File: src/rtl/core/svt_pkg.sv
package svt_pkg;

  // Defaults of the top-level parameters.
  localparam int unsigned StepsPerBarDef = 16;
  localparam int unsigned NumPatternsDef = 4;

  // Fixed widths of the register map and of the beat fields.
  localparam int unsigned PatMax  = 4;   // pattern registers in the map
  localparam int unsigned MaskW   = 16;  // step mask bits per pattern
  localparam int unsigned TimeW   = 32;  // millisecond timestamps
  localparam int unsigned DivW    = 16;  // divisor and remainder width
  localparam int unsigned NumW    = 32;  // widest dividend
  localparam int unsigned CntW    = 6;   // divider step counter
  localparam int unsigned AddrW   = 5;
  localparam int unsigned DataW   = 32;

  localparam logic [15:0] OpenTimeReset = 16'd50;

  // Divider run lengths in cycles.
  localparam logic [CntW-1:0] LenShort = CntW'(DivW);
  localparam logic [CntW-1:0] LenLong  = CntW'(NumW);

  // Register indexes (byte address divided by four).
  localparam logic [2:0] RegBarLength = 3'd0;
  localparam logic [2:0] RegStartTime = 3'd1;
  localparam logic [2:0] RegOpenTime  = 3'd2;
  localparam logic [2:0] RegInverted  = 3'd3;
  localparam logic [2:0] RegPattern0  = 3'd4;
  localparam logic [2:0] RegPattern1  = 3'd5;
  localparam logic [2:0] RegPattern2  = 3'd6;
  localparam logic [2:0] RegPattern3  = 3'd7;

  typedef enum logic {
    OpTick   = 1'b0,
    OpSelect = 1'b1
  } opcode_e;

  typedef enum logic [2:0] {
    StIdle,
    StInt,
    StMod,
    StStep,
    StFin
  } ctrl_state_e;

  typedef struct packed {
    opcode_e          opcode;
    logic [31:0]      now_ms;
    logic [1:0]       pattern_select;
    logic             instant;
  } in_item_t;

  typedef struct packed {
    logic             close_issued;
    logic             open_issued;
    logic             open_pulse_inverted;
    logic             valve_is_open;
    logic [4:0]       step_now;
    logic [1:0]       playing_pattern;
    logic [1:0]       queued_pattern;
  } out_item_t;

  typedef struct packed {
    logic [15:0]                 bar_length;
    logic [TimeW-1:0]            start_time;
    logic [15:0]                 open_time;
    logic                        inverted;
    logic [PatMax-1:0][MaskW-1:0] patterns;
  } cfg_t;

  typedef struct packed {
    logic             start;
    logic [CntW-1:0]  len;
    logic [NumW-1:0]  dividend;
    logic [DivW-1:0]  divisor;
  } div_req_t;

  typedef struct packed {
    logic             done;
    logic [DivW-1:0]  quot;
    logic [DivW-1:0]  rem;
  } div_rsp_t;

endpackage

File: src/rtl/core/svt_serial_div.sv
module svt_serial_div (
  input  logic             clk_i,
  input  logic             rst_ni,
  input  svt_pkg::div_req_t req_i,
  output svt_pkg::div_rsp_t rsp_o
);
  import svt_pkg::*;

  logic              busy_q;
  logic              done_q;
  logic [CntW-1:0]   cnt_q;
  logic [NumW-1:0]   num_q;
  logic [DivW-1:0]   rem_q;
  logic [DivW-1:0]   den_q;
  logic [DivW+1:0]   trial;
  logic              trial_neg;
  logic [DivW-1:0]   rem_d;

  // One restoring step per cycle: the dividend shifts out at the top of num_q
  // while the quotient bits shift in at the bottom.
  assign trial     = {1'b0, rem_q, num_q[NumW-1]} - {2'b00, den_q};
  assign trial_neg = trial[DivW+1];
  assign rem_d     = trial_neg ? {rem_q[DivW-2:0], num_q[NumW-1]} : trial[DivW-1:0];

  always_ff @(posedge clk_i or negedge rst_ni) begin
    if (!rst_ni) begin
      busy_q <= 1'b0;
      done_q <= 1'b0;
      cnt_q  <= '0;
    end else if (req_i.start) begin
      busy_q <= 1'b1;
      done_q <= 1'b0;
      cnt_q  <= req_i.len;
    end else begin
      done_q <= busy_q && (cnt_q == CntW'(1));
      if (busy_q) begin
        cnt_q <= cnt_q - CntW'(1);
        if (cnt_q == CntW'(1)) begin
          busy_q <= 1'b0;
        end
      end
    end
  end

  always_ff @(posedge clk_i) begin
    if (req_i.start) begin
      num_q <= req_i.dividend;
      rem_q <= '0;
      den_q <= req_i.divisor;
    end else if (busy_q) begin
      num_q <= {num_q[NumW-2:0], ~trial_neg};
      rem_q <= rem_d;
    end
  end

  assign rsp_o.done = done_q;
  assign rsp_o.quot = num_q[DivW-1:0];
  assign rsp_o.rem  = rem_q;

endmodule

File: src/rtl/core/svt_cfg_regs.sv
module svt_cfg_regs #(
  parameter int unsigned NUM_PATTERNS = svt_pkg::NumPatternsDef
) (
  input  logic                     clk_i,
  input  logic                     rst_ni,
  input  logic                     psel,
  input  logic                     penable,
  input  logic                     pwrite,
  input  logic [svt_pkg::AddrW-1:0] paddr,
  input  logic [svt_pkg::DataW-1:0] pwdata,
  output logic [svt_pkg::DataW-1:0] prdata,
  output logic                     pready,
  output svt_pkg::cfg_t            cfg_o
);
  import svt_pkg::*;

  logic [15:0]       bar_length_q;
  logic [TimeW-1:0]  start_time_q;
  logic [15:0]       open_time_q;
  logic              inverted_q;
  logic [MaskW-1:0]  pattern_q [NUM_PATTERNS];
  logic [2:0]        reg_idx;
  logic              wr_en;

  assign reg_idx = paddr[AddrW-1:2];
  assign wr_en   = psel && penable && pwrite;
  assign pready  = 1'b1;

  always_ff @(posedge clk_i or negedge rst_ni) begin
    if (!rst_ni) begin
      bar_length_q <= '0;
      start_time_q <= '0;
      open_time_q  <= OpenTimeReset;
      inverted_q   <= 1'b0;
      for (int i = 0; i < NUM_PATTERNS; i++) begin
        pattern_q[i] <= '0;
      end
    end else if (wr_en) begin
      case (reg_idx)
        RegBarLength: bar_length_q <= pwdata[15:0];
        RegStartTime: start_time_q <= pwdata[TimeW-1:0];
        RegOpenTime:  open_time_q  <= pwdata[15:0];
        RegInverted:  inverted_q   <= pwdata[0];
        default: begin
        end
      endcase
      for (int i = 0; i < NUM_PATTERNS; i++) begin
        if (reg_idx == 3'(RegPattern0 + 3'(i))) begin
          pattern_q[i] <= pwdata[MaskW-1:0];
        end
      end
    end
  end

  // Pattern slots beyond the configured count read as empty masks.
  for (genvar g = 0; g < PatMax; g++) begin : g_pat
    if (g < NUM_PATTERNS) begin : g_used
      assign cfg_o.patterns[g] = pattern_q[g];
    end else begin : g_unused
      assign cfg_o.patterns[g] = '0;
    end
  end

  assign cfg_o.bar_length = bar_length_q;
  assign cfg_o.start_time = start_time_q;
  assign cfg_o.open_time  = open_time_q;
  assign cfg_o.inverted   = inverted_q;

  always_comb begin
    prdata = '0;
    case (reg_idx)
      RegBarLength: prdata = DataW'(bar_length_q);
      RegStartTime: prdata = DataW'(start_time_q);
      RegOpenTime:  prdata = DataW'(open_time_q);
      RegInverted:  prdata = DataW'(inverted_q);
      RegPattern0, RegPattern1, RegPattern2, RegPattern3: begin
        prdata = DataW'(cfg_o.patterns[reg_idx[1:0]]);
      end
      default: prdata = '0;
    endcase
  end

endmodule

File: src/rtl/core/step_sequencer_valve_trigger_core.sv
// Flow: a tick beat that runs the step logic passes the interval, modulo and step
// divisions, a tick with a bar shorter than the step count only the interval one,
// a select none. A new beat is taken only once the last one is done; the shared
// bit-serial divider (16 + 32 + 16 steps) runs the divisions one after another.
// Reset: rst_ni clears the controller, the valve and pattern state and loads the
// register defaults (open time 50 ms, everything else zero) at once; no clearing pass.
module step_sequencer_valve_trigger_core #(
  parameter int unsigned STEPS_PER_BAR = svt_pkg::StepsPerBarDef,
  parameter int unsigned NUM_PATTERNS  = svt_pkg::NumPatternsDef
) (
  input  logic                      clk_i,
  input  logic                      rst_ni,
  input  logic                      in_valid_i,
  output logic                      in_stall_o,
  input  svt_pkg::in_item_t         in_item_i,
  output logic                      out_valid_o,
  input  logic                      out_stall_i,
  output svt_pkg::out_item_t        out_item_o,
  input  logic                      psel,
  input  logic                      penable,
  input  logic                      pwrite,
  input  logic [svt_pkg::AddrW-1:0] paddr,
  input  logic [svt_pkg::DataW-1:0] pwdata,
  output logic [svt_pkg::DataW-1:0] prdata,
  output logic                      pready
);
  import svt_pkg::*;

  // The step index stays below twice the step count, since the interval is the
  // bar length divided by the step count, rounded down.
  localparam int unsigned StepW = $clog2(2 * STEPS_PER_BAR);

  cfg_t          cfg;
  div_req_t      div_req;
  div_rsp_t      div_rsp;

  ctrl_state_e   state_q, state_d;
  in_item_t      item_q;
  logic          in_accept;
  logic          fin_fire;

  // Per-beat work registers.
  logic [DivW-1:0]  interval_q;
  logic             run_q;
  logic [StepW-1:0] step_res_q;

  // Sequencer state that persists between beats.
  logic             valve_q, valve_d;
  logic [TimeW-1:0] last_open_q, last_open_d;
  logic [StepW-1:0] cur_step_q, cur_step_d;
  logic [1:0]       active_q, active_d;
  logic [1:0]       pending_q, pending_d;
  logic             sw_pend_q, sw_pend_d;

  // Output register.
  out_item_t        out_q, out_d;
  logic             out_valid_q;

  logic [TimeW-1:0] elapsed;
  logic [TimeW-1:0] bar_offset;
  logic [7:0]       step_wide;
  logic [MaskW-1:0] mask;
  logic             close_now;
  logic             open_now;

  svt_cfg_regs #(
    .NUM_PATTERNS(NUM_PATTERNS)
  ) u_cfg (
    .clk_i  (clk_i),
    .rst_ni (rst_ni),
    .psel   (psel),
    .penable(penable),
    .pwrite (pwrite),
    .paddr  (paddr),
    .pwdata (pwdata),
    .prdata (prdata),
    .pready (pready),
    .cfg_o  (cfg)
  );

  svt_serial_div u_div (
    .clk_i (clk_i),
    .rst_ni(rst_ni),
    .req_i (div_req),
    .rsp_o (div_rsp)
  );

  assign bar_offset = item_q.now_ms - cfg.start_time;

  // The controller walks a tick through three divisions on the one serial divider:
  // interval = bar / steps, offset within the bar = (now - start) mod bar, and
  // step = offset / interval. A zero interval skips the last two. A select beat
  // goes straight to the finish state, where the sequencer state is updated and
  // the result beat is written once the output register is free.
  always_comb begin
    state_d = state_q;
    case (state_q)
      StIdle: begin
        if (in_valid_i) begin
          state_d = (in_item_i.opcode == OpTick) ? StInt : StFin;
        end
      end
      StInt: begin
        if (div_rsp.done) begin
          state_d = (div_rsp.quot == '0) ? StFin : StMod;
        end
      end
      StMod: begin
        if (div_rsp.done) begin
          state_d = StStep;
        end
      end
      StStep: begin
        if (div_rsp.done) begin
          state_d = StFin;
        end
      end
      StFin: begin
        if (!out_valid_q || !out_stall_i) begin
          state_d = StIdle;
        end
      end
      default: state_d = StIdle;
    endcase
  end

  always_comb begin
    in_stall_o       = 1'b1;
    fin_fire         = 1'b0;
    div_req.start    = 1'b0;
    div_req.len      = LenShort;
    div_req.dividend = '0;
    div_req.divisor  = '0;
    case (state_q)
      StIdle: begin
        in_stall_o = 1'b0;
        if (in_valid_i && (in_item_i.opcode == OpTick)) begin
          div_req.start    = 1'b1;
          div_req.len      = LenShort;
          div_req.dividend = {cfg.bar_length, {(NumW - DivW){1'b0}}};
          div_req.divisor  = DivW'(STEPS_PER_BAR);
        end
      end
      StInt: begin
        if (div_rsp.done && (div_rsp.quot != '0)) begin
          div_req.start    = 1'b1;
          div_req.len      = LenLong;
          div_req.dividend = bar_offset;
          div_req.divisor  = cfg.bar_length;
        end
      end
      StMod: begin
        if (div_rsp.done) begin
          div_req.start    = 1'b1;
          div_req.len      = LenShort;
          div_req.dividend = {div_rsp.rem, {(NumW - DivW){1'b0}}};
          div_req.divisor  = interval_q;
        end
      end
      StFin: begin
        fin_fire = !out_valid_q || !out_stall_i;
      end
      default: begin
      end
    endcase
  end

  assign in_accept = in_valid_i && !in_stall_o;

  // Finish: select handling, close check, step change with pending switch at bar
  // start, and the open decision against the pattern that plays after that switch.
  always_comb begin
    valve_d     = valve_q;
    last_open_d = last_open_q;
    cur_step_d  = cur_step_q;
    active_d    = active_q;
    pending_d   = pending_q;
    sw_pend_d   = sw_pend_q;
    close_now   = 1'b0;
    open_now    = 1'b0;
    step_wide   = 8'(step_res_q);
    elapsed     = item_q.now_ms - last_open_q;
    mask        = '0;

    if (item_q.opcode == OpSelect) begin
      if ({1'b0, item_q.pattern_select} < 3'(NUM_PATTERNS)) begin
        pending_d = item_q.pattern_select;
        if (item_q.instant) begin
          active_d = item_q.pattern_select;
        end else begin
          sw_pend_d = 1'b1;
        end
      end
    end else begin
      if (valve_q && (elapsed >= TimeW'(cfg.open_time))) begin
        valve_d   = 1'b0;
        close_now = 1'b1;
      end
      if (run_q && (step_res_q != cur_step_q)) begin
        cur_step_d = step_res_q;
        if ((step_res_q == '0) && sw_pend_q) begin
          active_d  = pending_q;
          sw_pend_d = 1'b0;
        end
        mask = cfg.patterns[active_d];
        // Steps past the end of the mask never fire.
        if ((step_wide < 8'(MaskW)) && mask[4'(MaskW - 1) - step_wide[3:0]]) begin
          valve_d     = 1'b1;
          last_open_d = item_q.now_ms;
          open_now    = 1'b1;
        end
      end
    end

    out_d.close_issued        = close_now;
    out_d.open_issued         = open_now;
    out_d.open_pulse_inverted = open_now && cfg.inverted;
    out_d.valve_is_open       = valve_d;
    out_d.step_now            = 5'(cur_step_d);
    out_d.playing_pattern     = active_d;
    out_d.queued_pattern      = pending_d;
  end

  always_ff @(posedge clk_i or negedge rst_ni) begin
    if (!rst_ni) begin
      state_q     <= StIdle;
      valve_q     <= 1'b0;
      last_open_q <= '0;
      cur_step_q  <= '0;
      active_q    <= '0;
      pending_q   <= '0;
      sw_pend_q   <= 1'b0;
      out_valid_q <= 1'b0;
      run_q       <= 1'b0;
    end else begin
      state_q <= state_d;
      if (in_accept) begin
        run_q <= 1'b0;
      end else if ((state_q == StInt) && div_rsp.done) begin
        run_q <= (div_rsp.quot != '0);
      end
      if (fin_fire) begin
        valve_q     <= valve_d;
        last_open_q <= last_open_d;
        cur_step_q  <= cur_step_d;
        active_q    <= active_d;
        pending_q   <= pending_d;
        sw_pend_q   <= sw_pend_d;
        out_valid_q <= 1'b1;
      end else if (!out_stall_i) begin
        out_valid_q <= 1'b0;
      end
    end
  end

  always_ff @(posedge clk_i) begin
    if (in_accept) begin
      item_q <= in_item_i;
    end
    if ((state_q == StInt) && div_rsp.done) begin
      interval_q <= div_rsp.quot;
    end
    if ((state_q == StStep) && div_rsp.done) begin
      step_res_q <= StepW'(div_rsp.quot);
    end
    if (fin_fire) begin
      out_q <= out_d;
    end
  end

  assign out_valid_o = out_valid_q;
  assign out_item_o  = out_q;

  // The divider only reports completion while the controller waits on it.
  a_div_done_in_run: assert property (@(posedge clk_i) disable iff (!rst_ni)
    div_rsp.done |-> ((state_q == StInt) || (state_q == StMod) || (state_q == StStep)))
    else $error("divider finished outside a division state");

  // The step division never runs with a zero interval.
  a_step_interval: assert property (@(posedge clk_i) disable iff (!rst_ni)
    (state_q == StStep) |-> (interval_q != '0))
    else $error("step division started with zero interval");

  // A finished beat waits while the output register is still held.
  a_fin_holds: assert property (@(posedge clk_i) disable iff (!rst_ni)
    ((state_q == StFin) && out_valid_q && out_stall_i) |=> (state_q == StFin))
    else $error("result written over a stalled output beat");

  // An open command always leaves the valve open.
  a_open_state: assert property (@(posedge clk_i) disable iff (!rst_ni)
    out_valid_o |-> (!out_item_o.open_issued || out_item_o.valve_is_open))
    else $error("open issued but valve reported closed");

endmodule
File: config.mk
export PLATFORM = sky130hd
export DESIGN_NAME = step_sequencer_valve_trigger_core
export DESIGN_NICKNAME = d
export VERILOG_FILES = /design/src/rtl/core/svt_pkg.sv /design/src/rtl/core/svt_serial_div.sv /design/src/rtl/core/svt_cfg_regs.sv /design/src/rtl/core/step_sequencer_valve_trigger_core.sv
export SDC_FILE = /design/constraint.sdc
export NUM_CORES = 1
export LEC_CHECK = 0
export ABC_AREA = 1
export BUFFER_PORTS_ARGS = -buffer_cell sky130_fd_sc_hd__buf_2
export CORE_MARGIN = 4
export CORE_UTILIZATION = 66
export DETAILED_ROUTE_END_ITERATION = 6
export GPL_TIMING_DRIVEN = 0
export MAX_ROUTING_LAYER = met4
export PLACE_DENSITY = 0.86
export REMOVE_ABC_BUFFERS = 1
export SLEW_MARGIN = 0
export SYNTH_ARGS = -nofsm -noshare
export SYNTH_HDL_FRONTEND = slang
export SYNTH_SLANG_ARGS = --single-unit
export TNS_END_PERCENT = 20
File: constraint.sdc
create_clock -name clk_i -period 5.4 [get_ports clk_i]
set_input_delay 0.27 -clock clk_i [delete_from_list [all_inputs] [get_ports clk_i]]
set_output_delay 0.27 -clock clk_i [all_outputs]
set_load 0.01 [all_outputs]
==> results_dict.tcl <==
set metrics [dict create \
    yosysUniqueCellTypes 50 \
    die_h_um 178.1 \
    max-cap-violations 0 \
    regArea_um2 8497 \
    antenna_found_initial 0 \
    tightest_slew_ns 1.329 \
    core_um2 28160 \
    p_per_area_nw_per_um2 287.3 \
    crit-reg2reg-launch "u_div.num_q[13]$_DFFE_PP_" \
    setup_slack_ns 0.5622 \
    die-area_um2 31710 \
    r2r-end "u_div.cnt_q[0]$_DFFE_PN0P_" \
    grt_max_degree 106 \
    cts.path.max_buffers 3 \
    drt-initial-drc-count 2286 \
    finalPower_w 0.006237 \
    run_status "finished, violations left" \
    synthArstFlopShare 0.5799 \
    grt_usage 0.3813 \
    portBuffers 124 \
    multi_input_area_um2 8910 \
    via_count 18370 \
    fin_crit_ns 4.838 \
    yosysTopAreaCell "dfrtp_1" \
    startpoint "u_div.num_q[13]$_DFFE_PP_" \
    cts_root_buf "clkbuf_16" \
    syn_avg_cell_area_um2 7.656 \
    synth-xor-area-share 0.02203 \
    syn_inst 2493 \
    p_leak_nw 10.73 \
    die_w_um 178.1 \
    cp-end-kind "flip-flop" \
    cts_tree "done" \
    finalCritPeriodShare 0.8959 \
    synth_mux_area_frac 0 \
    grt_busiest_layer "met2" \
    vias_per_cell 6.022 \
    synth_compound_area_frac 0.1411 \
    cts_buffers 35 \
    wl_mm 58.88 \
    synth_common_cells "nand2_1, inv_1, o21ai_0" \
    fp-row-count 61 \
    max_freq_ghz 0.2067 \
    synthAdderAreaFrac 0.06608 \
    slew_viol_final 0 \
    setup_viol 0 \
    skew_ns 0.02376 \
    hold_viol_final 1 \
    drive_gt1_frac 0.07975 \
    rsz0062_at_grt "false" \
    nets 2823 \
    required_ns 5.83 \
    initial_utilization 0.6777 \
    postRouteAntennaNets 0 \
    wire_per_inst_um 19.30 \
    synth_edf_count 118 \
    vdd_ir_drop_max_mv 0.3530 \
    clk_latency_ns 0.54 \
    hpwl_mm 41.65 \
    fillers 1994 \
    holdWs_ns -0.001104 \
    cts_sinks 319 \
    grt_pass1_wl_mm 92.58 \
    start_kind "flip-flop" \
    grtUsageMet1 0.5071 \
    yosysMostFrequentCell "nand2_1" \
    grt_use_met3 0.05702 \
    rrSetupSlack_ns 0.56 \
    cts.htree.levels 2 \
    syn_area_um2 19090 \
    synth_top_flop_cell "dfrtp_1" \
    critPathArrivalTime_ns 5.27 \
    ys_warn_count 0 \
    clk_pin_slew_ns 0.06 \
    drcViolationCount 0 \
    synth-simple-area-share 0.2357 \
    synth_top_area_frac 0.2386 \
    pin_count 128 \
    overflow 0 \
    detailedRoute.firstPassIterationCount 6 \
    place_ws_ns -0.7444 \
    seq_area_frac_synth 0.4452 \
    cts_setup_buffers 0 \
    gp_congestion 0.9967 \
    hold_class "input port to flip-flop" \
    grt_pass1_vias 17730 \
    crit_end "u_div.cnt_q[0]$_DFFE_PN0P_" \
    met2_usage 0.6048 \
    synth_area_leaders "dfrtp_1, edfxtp_1, nand2_1" \
    path_class "flip-flop to flip-flop" \
    r2r_cells 7 \
    synth_top_family_by_area "simple AND/OR/NAND/NOR gates" \
    area.growth.synth_to_final_pct 13.73 \
    violations "negative hold slack" \
    path_max_fanout 39 \
    ys_ff_latch 319 \
    whs_path_depth 3 \
    slew_headroom 0.1117 \
]
==> timing repair <==
action	in CTS	in global routing
resized for setup	2	0
endpoints found under the setup margin	39	0
endpoints found under the hold margin	157	0
hold buffers	53	0
==> per-stage QoR <==
step,area (um2),TNS (ns),hold slack [ns],util,std cells
3_5_place_dp,20020,-25.31,0.3708,0.7109,2932
4_1_cts,21700,0,0.0009300,0.7704,3049
3_3_place_gp,19860,-26.35,0.4469,0.7052,2924
5_1_grt,21700,0,0.01796,0.7706,3049
6_report,21710,0,-0.001104,0.7708,3051
2_1_floorplan,18770,0,-0.02559,-,2422
==> layer usage <==
| metal | wire [um] | up-vias |
|---|---|---|
| li1 | - | 8442 |
| met1 | 23160 | 8648 |
| met2 | 27350 | 1096 |
| met3 | 6110 | 187 |
| met4 | 2257 | 0 |
| met5 | 0 | - |
==> where the power goes <==
| part | switching [W] | internal, W |
|---|---|---|
| Sequential | 0.000167 | 0.00270 |
| Clock | 0.00103 | 0.00138 |
| Combinational | 0.000615 | 0.000350 |
==> cell families after synthesis <==
kind of cell | after synthesis
xor gates and xnor gates | 48
adders and majority gates | 99
buffers and inverters | 442
AOI/OAI and AO/OA | 469
other | 1
and+or+nand+nor | 1115
DFF | 319
==> registers in the layout (all words and copies together) (netlist names), 3 cells and up <==
signal,flops
u_cfg.bar_length_q,16
u_cfg.open_time_q,16
interval_q,16
step_res_q,5
u_div.rem_q,16
u_div.den_q,16
out_item_o,13
u_cfg.cfg_o,64
u_cfg.start_time_q,32
u_div.num_q,32
u_div.cnt_q,6
state_q,3
item_q,36
last_open_q,32
cur_step_q,5
==> layout make-up <==
| cell class | instances | area share |
|---|---|---|
| antenna | 2 | 0.0002306 |
| clock buffer | 48 | 0.04496 |
| clock inverter | 16 | 0.007608 |
| inverter | 371 | 0.06415 |
| multi-input combinational | 1732 | 0.4105 |
| sequential | 319 | 0.3914 |
| tap | 378 | 0.02179 |
| timing repair buffer | 185 | 0.05937 |
==> cell usage in the layout (no fill, tap or decap), types with 31 or more instances in the layout <==
master and instances:
a21oi_1 136, nand2_1 745, xor2_1 31, inv_1 367, clkbuf_16 36, dlygate4sd3_1 53, dfrtp_1 182, buf_2 123
o21ai_0 213, nor2_1 184, nand3_1 118, edfxtp_1 118, ha_1 96
==> how the worst min path moves through the flow <==
stage / from / to / slack [ns]
after global routing: pwdata[12] / u_cfg.cfg_o[44]$_DFFE_PN0P_ / 0.02
after CTS: pwdata[12] / u_cfg.cfg_o[44]$_DFFE_PN0P_ / 0.0009
final: pwdata[30] / u_cfg.start_time_q[30]$_DFFE_PN0P_ / -0.001
after global placement: in_item_i[4] / item_q[4]$_DFFE_PP_ / 0.45
after floorplan: rst_ni / active_q[0]$_DFFE_PN0P_ / -0.03
after detailed placement: rst_ni / active_q[1]$_DFFE_PN0P_ / 0.37
==> worst max-delay path: stages (launching register included) <==
cell,delay (ns)
edfxtp_1,0.43
nor4_1,0.49
nand4_1,0.28
nand3_1,0.98
nand2_2,0.80
nor2_2,0.81
inv_2,0.56
o21ai_0,0.37
No activity file was read; power rests on OpenSTA's default activity.
